### src/rtl/core/sac_pkg.sv
// sac_pkg: shared widths, register indexes and codes for the sensor
// average and calibration block. No dependencies.

package sac_pkg;

  localparam int CODE_W   = 16;  // raw ADC sample
  localparam int REG_W    = 32;  // calibration registers and datapath
  localparam int CFG_IDX_W = 3;
  localparam int OUT_W    = 16;

  // configuration register indexes
  localparam logic [CFG_IDX_W-1:0] REG_BATT_GAIN = 3'd0;
  localparam logic [CFG_IDX_W-1:0] REG_BATT_BIAS = 3'd1;
  localparam logic [CFG_IDX_W-1:0] REG_ADC_GAIN  = 3'd2;
  localparam logic [CFG_IDX_W-1:0] REG_ADC_BIAS  = 3'd3;
  localparam logic [CFG_IDX_W-1:0] REG_TEMP_GAIN = 3'd4;
  localparam logic [CFG_IDX_W-1:0] REG_TEMP_BIAS = 3'd5;

  // request kinds and channels
  localparam logic OP_STORE   = 1'b0;
  localparam logic OP_COMPUTE = 1'b1;
  localparam logic CH_BATT    = 1'b0;
  localparam logic CH_TEMP    = 1'b1;

  localparam logic signed [REG_W-1:0] TEMP_FLOOR = -32'sd127;

  typedef logic [REG_W-1:0] word_t;

endpackage

### src/rtl/core/sensor_average_calibrate.sv
// sensor_average_calibrate: two-channel moving average with linear
// calibration. Depends on sac_pkg, sac_ram (sample rings), sac_mac.
//
//   channel   handshake                      payload
//   input     s_axis_tvalid / s_axis_tready  tuser {channel, op}, tdata sample_code
//   output    m_axis_tvalid / m_axis_tready  tuser result_channel, tdata values
//   config    cfg_we                         cfg_index, cfg_data
//
// A store writes one ring slot; the first sample of a channel instead fills every
// ring slot through the single RAM write port.
// A compute reads the ring one slot per cycle, then makes one pass through the
// shared multiply-add unit, or two for temperature. Compute on a never-sampled
// channel skips the ring reads and the passes and goes straight to the result.
// s_axis_tready is low while a request is in work and while a finished result
// waits for a stalled output. rst is synchronous; the rings need no clearing pass.

module sensor_average_calibrate
  import sac_pkg::*;
#(
  parameter int AVG_LOG2   = 4,
  parameter int GAIN_SHIFT = 16,
  parameter int TEMP_SHIFT = 16
) (
  input  logic                 clk,
  input  logic                 rst,
  input  logic                 s_axis_tvalid,
  output logic                 s_axis_tready,
  input  logic [CODE_W-1:0]    s_axis_tdata,   // [15:0] sample_code
  input  logic [1:0]           s_axis_tuser,   // [0] op, [1] channel
  output logic                 m_axis_tvalid,
  input  logic                 m_axis_tready,
  // [15:0] battery_mv, [31:16] chip_temp_c, [32] value_valid,
  // [33] temp_clamped, [39:34] zero
  output logic [39:0]          m_axis_tdata,
  output logic                 m_axis_tuser,   // [0] result_channel
  input  logic                 cfg_we,
  input  logic [CFG_IDX_W-1:0] cfg_index,
  input  logic [REG_W-1:0]     cfg_data
);

  localparam int DEPTH  = 1 << AVG_LOG2;
  localparam int CNT_W  = AVG_LOG2 + 1;
  localparam int ADDR_W = AVG_LOG2 + 1;
  localparam int SUM_W  = CODE_W + AVG_LOG2;

  localparam logic [2:0] S_IDLE = 3'd0;
  localparam logic [2:0] S_FILL = 3'd1;
  localparam logic [2:0] S_SUM  = 3'd2;
  localparam logic [2:0] S_MAC1 = 3'd3;
  localparam logic [2:0] S_MAC2 = 3'd4;
  localparam logic [2:0] S_FIN  = 3'd5;

  word_t batt_gain, batt_bias, adc_gain, adc_bias, temp_gain, temp_bias;

  logic [2:0]          state;
  logic [CNT_W-1:0]    cnt;
  logic [AVG_LOG2-1:0] batt_wr_pos, temp_wr_pos;
  logic                batt_seen, temp_seen;
  logic                rd_vld;
  logic                ch;
  logic                seen_q;
  logic [CODE_W-1:0]   code;
  logic [SUM_W-1:0]    acc;

  logic                accept, in_op, in_ch, in_seen, out_free, fin_load;
  logic [AVG_LOG2-1:0] in_pos;

  logic                ram_we;
  logic [ADDR_W-1:0]   ram_waddr, ram_raddr;
  logic [CODE_W-1:0]   ram_wdata, ram_rdata;

  logic  mac_en;
  word_t mac_gain, mac_x, mac_bias, mac_y;

  word_t           batt_v, temp_shr, temp_mag, temp_v;
  logic            temp_neg, temp_clamp;
  logic [OUT_W-1:0] batt_mv, chip_temp;
  logic [39:0]     out_data;

  assign in_op    = s_axis_tuser[0];
  assign in_ch    = s_axis_tuser[1];
  assign in_seen  = (in_ch == CH_TEMP) ? temp_seen : batt_seen;
  assign in_pos   = (in_ch == CH_TEMP) ? temp_wr_pos : batt_wr_pos;
  assign s_axis_tready = !rst && (state == S_IDLE);
  assign accept   = s_axis_tvalid && s_axis_tready;
  assign out_free = !m_axis_tvalid || m_axis_tready;
  assign fin_load = (state == S_FIN) && out_free;

  // ring writes: steady-state store straight from the request, or fill sweep
  always_comb begin
    ram_we    = 1'b0;
    ram_waddr = {ch, cnt[AVG_LOG2-1:0]};
    ram_wdata = code;
    if (state == S_FILL) begin
      ram_we = 1'b1;
    end else if (accept && in_op == OP_STORE && in_seen) begin
      ram_we    = 1'b1;
      ram_waddr = {in_ch, in_pos};
      ram_wdata = s_axis_tdata;
    end
  end

  assign ram_raddr = {ch, cnt[AVG_LOG2-1:0]};

  sac_ram #(
    .WIDTH (CODE_W),
    .DEPTH (2 * DEPTH)
  ) u_ring (
    .clk   (clk),
    .we    (ram_we),
    .waddr (ram_waddr),
    .wdata (ram_wdata),
    .raddr (ram_raddr),
    .rdata (ram_rdata)
  );

  // shared multiply-add operand select
  always_comb begin
    mac_en   = 1'b0;
    mac_gain = (ch == CH_TEMP) ? adc_gain : batt_gain;
    mac_bias = (ch == CH_TEMP) ? adc_bias : batt_bias;
    mac_x    = REG_W'(acc[SUM_W-1:AVG_LOG2]);
    case (state)
      S_MAC1: begin
        mac_en = 1'b1;
      end
      S_MAC2: begin
        mac_en   = 1'b1;
        mac_gain = temp_gain;
        mac_bias = temp_bias;
        mac_x    = mac_y >> GAIN_SHIFT;
      end
      default: begin
        mac_en = 1'b0;
      end
    endcase
  end

  sac_mac u_mac (
    .clk  (clk),
    .en   (mac_en),
    .gain (mac_gain),
    .x    (mac_x),
    .bias (mac_bias),
    .y    (mac_y)
  );

  // final scaling: battery logical shift, temperature sign-magnitude shift
  assign batt_v     = mac_y >> GAIN_SHIFT;
  assign temp_neg   = mac_y[REG_W-1] || (mac_y == '0);
  assign temp_mag   = (REG_W'(0) - mac_y) >> TEMP_SHIFT;
  assign temp_shr   = mac_y >> TEMP_SHIFT;
  assign temp_v     = temp_neg ? (REG_W'(0) - temp_mag) : temp_shr;
  assign temp_clamp = $signed(temp_v) <= TEMP_FLOOR;
  assign batt_mv    = batt_v[OUT_W-1:0];
  assign chip_temp  = temp_clamp ? TEMP_FLOOR[OUT_W-1:0] : temp_v[OUT_W-1:0];

  always_comb begin
    out_data     = '0;
    out_data[32] = seen_q;
    if (seen_q) begin
      if (ch == CH_TEMP) begin
        out_data[31:16] = chip_temp;
        out_data[33]    = temp_clamp;
      end else begin
        out_data[15:0]  = batt_mv;
      end
    end
  end

  // control
  always_ff @(posedge clk) begin
    if (rst) begin
      state         <= S_IDLE;
      cnt           <= '0;
      rd_vld        <= 1'b0;
      batt_wr_pos   <= '0;
      temp_wr_pos   <= '0;
      batt_seen     <= 1'b0;
      temp_seen     <= 1'b0;
      m_axis_tvalid <= 1'b0;
      batt_gain     <= '0;
      batt_bias     <= '0;
      adc_gain      <= '0;
      adc_bias      <= '0;
      temp_gain     <= '0;
      temp_bias     <= '0;
    end else begin
      if (cfg_we) begin
        case (cfg_index)
          REG_BATT_GAIN: batt_gain <= cfg_data;
          REG_BATT_BIAS: batt_bias <= cfg_data;
          REG_ADC_GAIN:  adc_gain  <= cfg_data;
          REG_ADC_BIAS:  adc_bias  <= cfg_data;
          REG_TEMP_GAIN: temp_gain <= cfg_data;
          REG_TEMP_BIAS: temp_bias <= cfg_data;
          default: ;
        endcase
      end

      if (fin_load) begin
        m_axis_tvalid <= 1'b1;
      end else if (m_axis_tvalid && m_axis_tready) begin
        m_axis_tvalid <= 1'b0;
      end

      rd_vld <= (state == S_SUM) && (cnt != CNT_W'(DEPTH));

      case (state)
        S_IDLE: begin
          cnt <= '0;
          if (accept) begin
            if (in_op == OP_STORE) begin
              if (!in_seen) begin
                state <= S_FILL;
                if (in_ch == CH_TEMP) begin
                  temp_seen   <= 1'b1;
                  temp_wr_pos <= AVG_LOG2'(1);
                end else begin
                  batt_seen   <= 1'b1;
                  batt_wr_pos <= AVG_LOG2'(1);
                end
              end else if (in_ch == CH_TEMP) begin
                temp_wr_pos <= temp_wr_pos + 1'b1;
              end else begin
                batt_wr_pos <= batt_wr_pos + 1'b1;
              end
            end else begin
              state <= in_seen ? S_SUM : S_FIN;
            end
          end
        end
        S_FILL: begin
          cnt <= cnt + 1'b1;
          if (cnt[AVG_LOG2-1:0] == {AVG_LOG2{1'b1}}) begin
            state <= S_IDLE;
          end
        end
        S_SUM: begin
          // last read data lands in the cycle the count reaches the depth
          if (cnt == CNT_W'(DEPTH)) begin
            state <= S_MAC1;
          end else begin
            cnt <= cnt + 1'b1;
          end
        end
        S_MAC1: begin
          state <= (ch == CH_TEMP) ? S_MAC2 : S_FIN;
        end
        S_MAC2: begin
          state <= S_FIN;
        end
        S_FIN: begin
          if (out_free) begin
            state <= S_IDLE;
          end
        end
        default: begin
          state <= S_IDLE;
        end
      endcase
    end
  end

  // payload
  always_ff @(posedge clk) begin
    if (accept) begin
      ch     <= in_ch;
      code   <= s_axis_tdata;
      seen_q <= in_seen;
      acc    <= '0;
    end else if (rd_vld) begin
      acc <= acc + SUM_W'(ram_rdata);
    end
    if (fin_load) begin
      m_axis_tuser <= ch;
      m_axis_tdata <= out_data;
    end
  end

endmodule

### src/rtl/core/sac_ram.sv
// sac_ram: generic single-write, single-read RAM with registered read data.
// No dependencies.

module sac_ram #(
  parameter int WIDTH = 16,
  parameter int DEPTH = 32
) (
  input  logic                     clk,
  input  logic                     we,
  input  logic [$clog2(DEPTH)-1:0] waddr,
  input  logic [WIDTH-1:0]         wdata,
  input  logic [$clog2(DEPTH)-1:0] raddr,
  output logic [WIDTH-1:0]         rdata
);

  logic [WIDTH-1:0] mem [DEPTH];

  always_ff @(posedge clk) begin
    if (we) begin
      mem[waddr] <= wdata;
    end
    rdata <= mem[raddr];
  end

endmodule

### src/rtl/core/sac_mac.sv
// sac_mac: shared multiply-add unit, gain * x + bias modulo 2^32, registered.
// Depends on sac_pkg.

module sac_mac
  import sac_pkg::*;
(
  input  logic  clk,
  input  logic  en,
  input  word_t gain,
  input  word_t x,
  input  word_t bias,
  output word_t y
);

  logic [2*REG_W-1:0] prod;

  assign prod = {{REG_W{1'b0}}, gain} * {{REG_W{1'b0}}, x};

  always_ff @(posedge clk) begin
    if (en) begin
      y <= prod[REG_W-1:0] + bias;
    end
  end

endmodule

### config.mk
export PLATFORM = sky130hd
export DESIGN_NAME = sensor_average_calibrate
export DESIGN_NICKNAME = d
export VERILOG_FILES = /design/src/rtl/core/sac_pkg.sv /design/src/rtl/core/sensor_average_calibrate.sv /design/src/rtl/core/sac_ram.sv /design/src/rtl/core/sac_mac.sv
export SDC_FILE = /design/constraint.sdc
export NUM_CORES = 2
export LEC_CHECK = 0
export BUFFER_PORTS_ARGS = -buffer_cell sky130_fd_sc_hd__buf_2
export CAP_MARGIN = 20
export CELL_PAD_IN_SITES_DETAIL_PLACEMENT = 1
export CELL_PAD_IN_SITES_GLOBAL_PLACEMENT = 1
export CORE_ASPECT_RATIO = 0.7
export CORE_UTILIZATION = 54
export CTS_CLUSTER_SIZE = 24
export DETAILED_ROUTE_END_ITERATION = 7
export PLACE_DENSITY_LB_ADDON = 0.2
export SLEW_MARGIN = 20
export SYNTH_ARGS = -nofsm -noshare
export SYNTH_HDL_FRONTEND = slang
export SYNTH_SLANG_ARGS = --single-unit
### constraint.sdc
create_clock -name clk -period 18.75 [get_ports clk]
set_input_delay 1.875 -clock clk [delete_from_list [all_inputs] [get_ports clk]]
set_output_delay 1.875 -clock clk [all_outputs]
set_load 0.01 [all_outputs]
# == Yosys cells after proc, flatten, opt, wreduce, memory -nomap -nowiden ==
# Memories as Yosys holds them, arrays and structs flattened. A register that Yosys moved wholly into a read port is not among the register bits.
# Index checks and enable logic that the tools add are counted.
# totals
reg_bits,317
mem_bits_rw,512
input_bits,58
out_inout_bits,43
elab_cells,127
n_memories,1
# memory_table
memory,words,word_bits,read_ports,rd_ports_with_merged_regs,wr,line_no,text
u_ring.mem,32,16,1,1,1,sac_ram.sv:16,logic [WIDTH-1:0] mem [DEPTH];
# op_classes
addsub,7
mul,1
magnitude_cmp,1
eq_ne,19
n_mux,37
n_bitwise,5
n_reduce_logical,32
# ops
cell,count
32-bit 2-to-1 mux,5
16-bit 2-to-1 mux,4
32-bit adder,1
32-bit by 8-bit less-or-equal comparator with 1-bit output (second input constant),1
32-bit logical NOT,1
32-bit by 16-bit multiplier with 32-bit output,1
1-bit by 32-bit subtractor with 32-bit output (first input constant),1
4-bit 2-to-1 mux,7
3-bit 2-to-1 mux,7
20-bit by 16-bit adder with 20-bit output,1
3-bit one-hot mux with 6 select lines,1
1-bit by 16-bit subtractor with 17-bit output (first input constant),1
2-bit AND reduction,8
5-bit 2-to-1 mux,3
5-bit one-hot mux with 3 select lines,1
5-bit AND reduction,3
3-bit by 2-bit equality test with 1-bit output (second input constant),4
3-bit equality test (second input constant),4
1-bit 2-to-1 mux,9
4-bit by 1-bit adder with 4-bit output (second input constant),2
4-bit AND reduction,2
1-bit logical AND,7
3-bit by 1-bit equality test with 1-bit output (second input constant),2
3-bit logical NOT,2
14 further kinds,24

# == Logic depth before layout (Yosys ltp) ==
# logic_depth
depth_word,9
depth_mapped,31
depth_no_buf,26

# == By module ==
# A second synthesis with hierarchy kept.
# unflattened
hier_cells,4695
hier_area_um2,51948.6
# by_module_without_submodules
mod,instances,cells_per_inst,area_each_um2,seq_area_each_um2
sac_ram,1,1143,20534.7,15695.1
sac_mac,1,1895,17835.9,960.9
sensor_average_calibrate,1,1657,13578.0,6236.0

# == Worst setup path after synthesis ==
# Ideal clock, no wire load.
# synth_path
kind,reg2reg
from,register state[2]
to,register u_mac.y[28] (data pin)
arrival_ps,7998
required_time_ps,18491
setup_slack_ps,10493
path_stages_with_launch,28
path_buffers,4
period_less_slack_ps,8257
path_cell_list,dfxtp_1 > nor3b_1 > clkbuf_1 > buf_1 > clkbuf_1 > clkbuf_1 > nor2_1 > a21oi_1 > nor2_1 > fa_1 > inv_1 > fa_1 > inv_1 > fa_1 > fa_1 > fa_1 > inv_1 > fa_1 > inv_1 > ha_1 > a2111o_1 > o221ai_1 > o32ai_1 > a211oi_1 > o21ai_0 > a31o_2 > a21oi_1 > xnor2_1
# synth_via
elab_chain_len,4
elab_cells_between_ends,6
# synth_rtl
element,line_no,text
"start, declared",sensor_average_calibrate.sv:55,logic [2:0] state;
"start signal, assigned",sensor_average_calibrate.sv:229,state <= in_seen ? S_SUM : S_FIN;
"start signal, assigned",sensor_average_calibrate.sv:248,state <= (ch == CH_TEMP) ? S_MAC2 : S_FIN;
3-bit equality test *,sensor_average_calibrate.sv:123,case (state)
32-bit 2-to-1 mux / 16-bit 2-to-1 mux (equally long branches),sensor_average_calibrate.sv:123,
32-bit by 16-bit multiplier with 32-bit output,sac_mac.sv:17,"assign prod = {{REG_W{1'b0}}, gain} * {{REG_W{1'b0}}, x};"
32-bit adder *,sac_mac.sv:21,y <= prod[REG_W-1:0] + bias;
"end signal, assigned",sac_mac.sv:21,
"end, declared",sac_mac.sv:12,output word_t y
# Mark *: on every way between the ends. The rest lies on a longest branch, timed or not.
# A chain may end at the register's enable or synchronous reset.

# == Worst setup path in the final report ==
# layout_path
from,register state[2]
to,register u_mac.y[30] (data pin)
# The elaborated chain is that of the path after synthesis.

==> results.py <==
metrics = {
    "timing": {
        "period_minus_slack_ps": 9152,
        "setup-violations-final": 0,
        "final.setup.tns_ps": 0,
        "finalHoldViolCount": 0,
        "max_freq_mhz": 109.3,
        "rsz0062_at_grt": "false",
        "tightest_slew_ps": 1158,
        "maxSlewHeadroom": 0.2060,
        "hold_ws_ps": 454.1,
        "slew_violations": 0,
        "min_period_over_period": 0.4881,
        "finalClockSkew_ps": 30.83,
    },
    "power": {
        "clkPwrFrac": 0.369,
        "p_per_area_mw_per_mm2": 88.08,
        "seqPwrFrac": 0.478,
        "power.internal_mw": 3.243,
        "p_leak_nw": 18.96,
        "pwr-share-comb": 0.153,
        "switching_share": 0.2783,
        "switchingPower_mw": 1.250,
        "ir_drop_v": 0.00007654,
    },
    "synthesis": {
        "ys_warn_count": 0,
        "synth-seq-cells": 845,
        "synth_edf_count": 597,
        "synth_area_per_cell_um2": 11.70,
        "yosysMostFrequentCell": "nand2_1",
        "synth-async-reset-ratio": 0,
        "yosysTopAreaCellShare": 0.3848,
        "syn-instance-count": 3983,
        "ys_types": 73,
        "synth_area_leaders": "edfxtp_1, fa_1, dfxtp_1, mux4_2, nand2_1",
        "synth_top_flop_cell": "edfxtp_1",
        "synth_area_mm2": 0.04659,
        "ys_seq_area_frac": 0.4914,
        "synth_commonest_cells": "nand2_1, edfxtp_1, inv_1",
        "yosysTopAreaCell": "edfxtp_1",
    },
    "job": {
        "maxCapViolations": 0,
    },
    "floorplan": {
        "start_util": 0.5490,
        "fp.dieH_um": 247.8,
        "die_width_um": 353.1,
        "num_rows": 89,
        "io_pins": 101,
        "core_area_mm2": 0.08485,
        "die_area_mm2": 0.08747,
    },
    "clocking": {
        "cts_resized": 0,
        "clk_latency_ps": 670,
        "cts_tree": "done",
        "clkTransAtPathRegs_ps": 70,
        "cts_sinks": 845,
        "cts_buffers": 81,
        "htree_levels": 3,
        "ctsHoldBuffers": 0,
        "clockBufferDepth": 3,
        "post-cts-setup-buffers": 0,
        "cts_root_buf": "clkbuf_16",
    },
    "worst_hold_path": {
        "hold_path.class": "register to register",
    },
    "worst_setup_path": {
        "r2r_slack_ps": 9600,
        "reg2reg_depth": 26,
        "reg2reg_to": "u_mac.y[30]$_DFFE_PN_",
        "cp.required_ps": 19150,
        "worst_ep_arrival_time_ps": 9550,
        "crit_path_start_kind": "register",
        "endpoint_kind": "register",
        "cp-endpoint": "u_mac.y[30]$_DFFE_PN_",
        "critPathKind": "register to register",
        "cp_max_fo": 73,
        "crit_path_start": "state[2]$_SDFFE_PP0P_",
        "r2r_start": "state[2]$_SDFFE_PP0P_",
    },
    "layout": {
        "fin_nets": 4510,
        "area.growth.synth_to_final_pct": 9.496,
        "drive_gt1_frac": 0.1302,
    },
    "placed_design": {
        "io_buffers": 94,
        "dpl.hpwl_um": 97010,
        "gp_congestion": 0.9830,
    },
    "routing": {
        "viasPerCell": 6.077,
        "wirelength_um": 142200,
        "first_iter_violations": 3467,
        "ant_nets": 0,
        "firstDrtPassIters": 6,
        "drc": 0,
        "vias": 31818,
        "routedWlPerCell_um": 27.16,
    },
    "global_routing": {
        "grt_pass1_vias": 33258,
        "track_usage": 0.3319,
        "antenna_found_initial": 8,
        "grt_max_degree": 101,
        "grt_pass1_wl_um": 212300,
        "grt_overflow": 0,
    },
    "outcome": {
        "status": "finished, final reports clean",
    },
}
layer usage:
metal | vias to the layer above | track usage | wire [um] | part of all wire
met5 | - | 0 | 54 | 0.00038
met2 | 1700 | 0.4834 | 60420 | 0.42
met3 | 226 | 0.1026 | 18290 | 0.13
met1 | 16349 | 0.4888 | 60440 | 0.43
li1 | 13535 | - | - | -
met4 | 8 | 0.07652 | 2983 | 0.021
cells in the final DEF, fill, tap and decap left out, drive strengths merged, types with 23 or more instances in the layout:
cell type	instances
nor3	31
inv	433
a21oi	290
o21ai	55
nand2	746
xnor2	62
fa	335
and2	42
buf	176
clkinv	25
clkbuf	114
ha	89
edfxtp	597
mux2i	97
a21o	30
mux2	36
mux4	160
nand3	23
dfxtp	248
nor2	311
state kept, by name (all words and copies together), names as in the netlist, 3 cells and up:
register	flops
cnt	5
batt_bias	32
adc_gain	32
adc_bias	32
u_mac.y	32
u_ring.mem	512
temp_bias	32
acc	20
batt_gain	32
batt_wr_pos	4
temp_wr_pos	4
code	16
u_ring.rdata	16
temp_gain	32
state	3
m_axis_tdata	34
worst min-delay path by stage:
stage	from	endpoint	slack (ps)	depth (start not counted)
after detailed placement	adc_gain[5]$_SDFFE_PP0P_	adc_gain[5]$_SDFFE_PP0P_	450	2
after global placement	adc_gain[17]$_SDFFE_PP0P_	adc_gain[17]$_SDFFE_PP0P_	440	2
final	batt_gain[20]$_SDFFE_PP0P_	batt_gain[20]$_SDFFE_PP0P_	450	2
after CTS	temp_bias[12]$_SDFFE_PP0P_	temp_bias[12]$_SDFFE_PP0P_	460	2
after global routing	adc_gain[5]$_SDFFE_PP0P_	adc_gain[5]$_SDFFE_PP0P_	470	2
after floorplan	ch$_DFFE_PP_	m_axis_tuser$_DFFE_PP_	420	0
worst max-delay path, cell delays in order, from the launching register on:
cell and delay [ps]:
dfxtp_1 550, nor3b_2 240, buf_4 430, buf_4 730
mux2i_1 710, buf_4 320, nor2_1 90, fa_1 540
inv_1 50, fa_1 460, fa_1 510, inv_1 50
fa_1 500, fa_1 520, inv_1 50, fa_1 480
inv_1 40, ha_1 370, a2111o_1 500, o221ai_1 340
o32ai_1 180, a211oi_1 420, o21ai_0 200, nand2_1 130
o2111ai_1 130, a21oi_1 190, xnor2_1 80
stage by stage:
stage | setup WS [ps] | std cells | util | total power [mW] | area [um2]
6_report | 9598 | 5236 | 0.6012 | 4.493 | 51010
5_1_grt | 9220 | 5233 | 0.6011 | 4.619 | 51010
4_1_cts | 9740 | 5232 | 0.6010 | 4.503 | 51000
3_5_place_dp | 9817 | 5082 | 0.5699 | 2.855 | 48360
3_3_place_gp | 9976 | 5082 | 0.5699 | 2.829 | 48360
2_1_floorplan | 10490 | 3988 | - | 2.604 | 46610
cells by family (layout without fill, tap and decap cells):
logic type	after synthesis	after routing	share of synthesized area
AOI/OAI and AO/OA	457	457	0.05626
xor gates and xnor gates	78	78	0.01496
adders and majority gates	424	424	0.1679
buffers and inverters	648	755	0.05288
DFF	845	845	0.4914
muxes	293	293	0.1069
other	1	10	0.00008049
and+or+nand+nor	1237	1237	0.1097
area by class of cell:
| class | instances | area, um2 |
|---|---|---|
| repair buffers | 176 | 1117 |
| inverters | 429 | 1610 |
| clock buffers | 114 | 2263 |
| flip-flops and latches | 845 | 22900 |
| clock inverters | 36 | 375.4 |
| well taps | 1137 | 1423 |
| multi-input cells | 2495 | 21310 |
| fillers | 8746 | 33840 |
| diodes | 4 | 10.01 |
power groups by stage:
stage | Clock (mW) | Combinational [mW] | Sequential [mW]
floorplan | 0 | 0.467 | 2.14
global placement | 0 | 0.646 | 2.18
CTS | 1.68 | 0.679 | 2.15
finish | 1.66 | 0.688 | 2.15
detailed placement | 0 | 0.670 | 2.19
global route | 1.73 | 0.732 | 2.15
No activity file was read; power rests on OpenSTA's default activity.
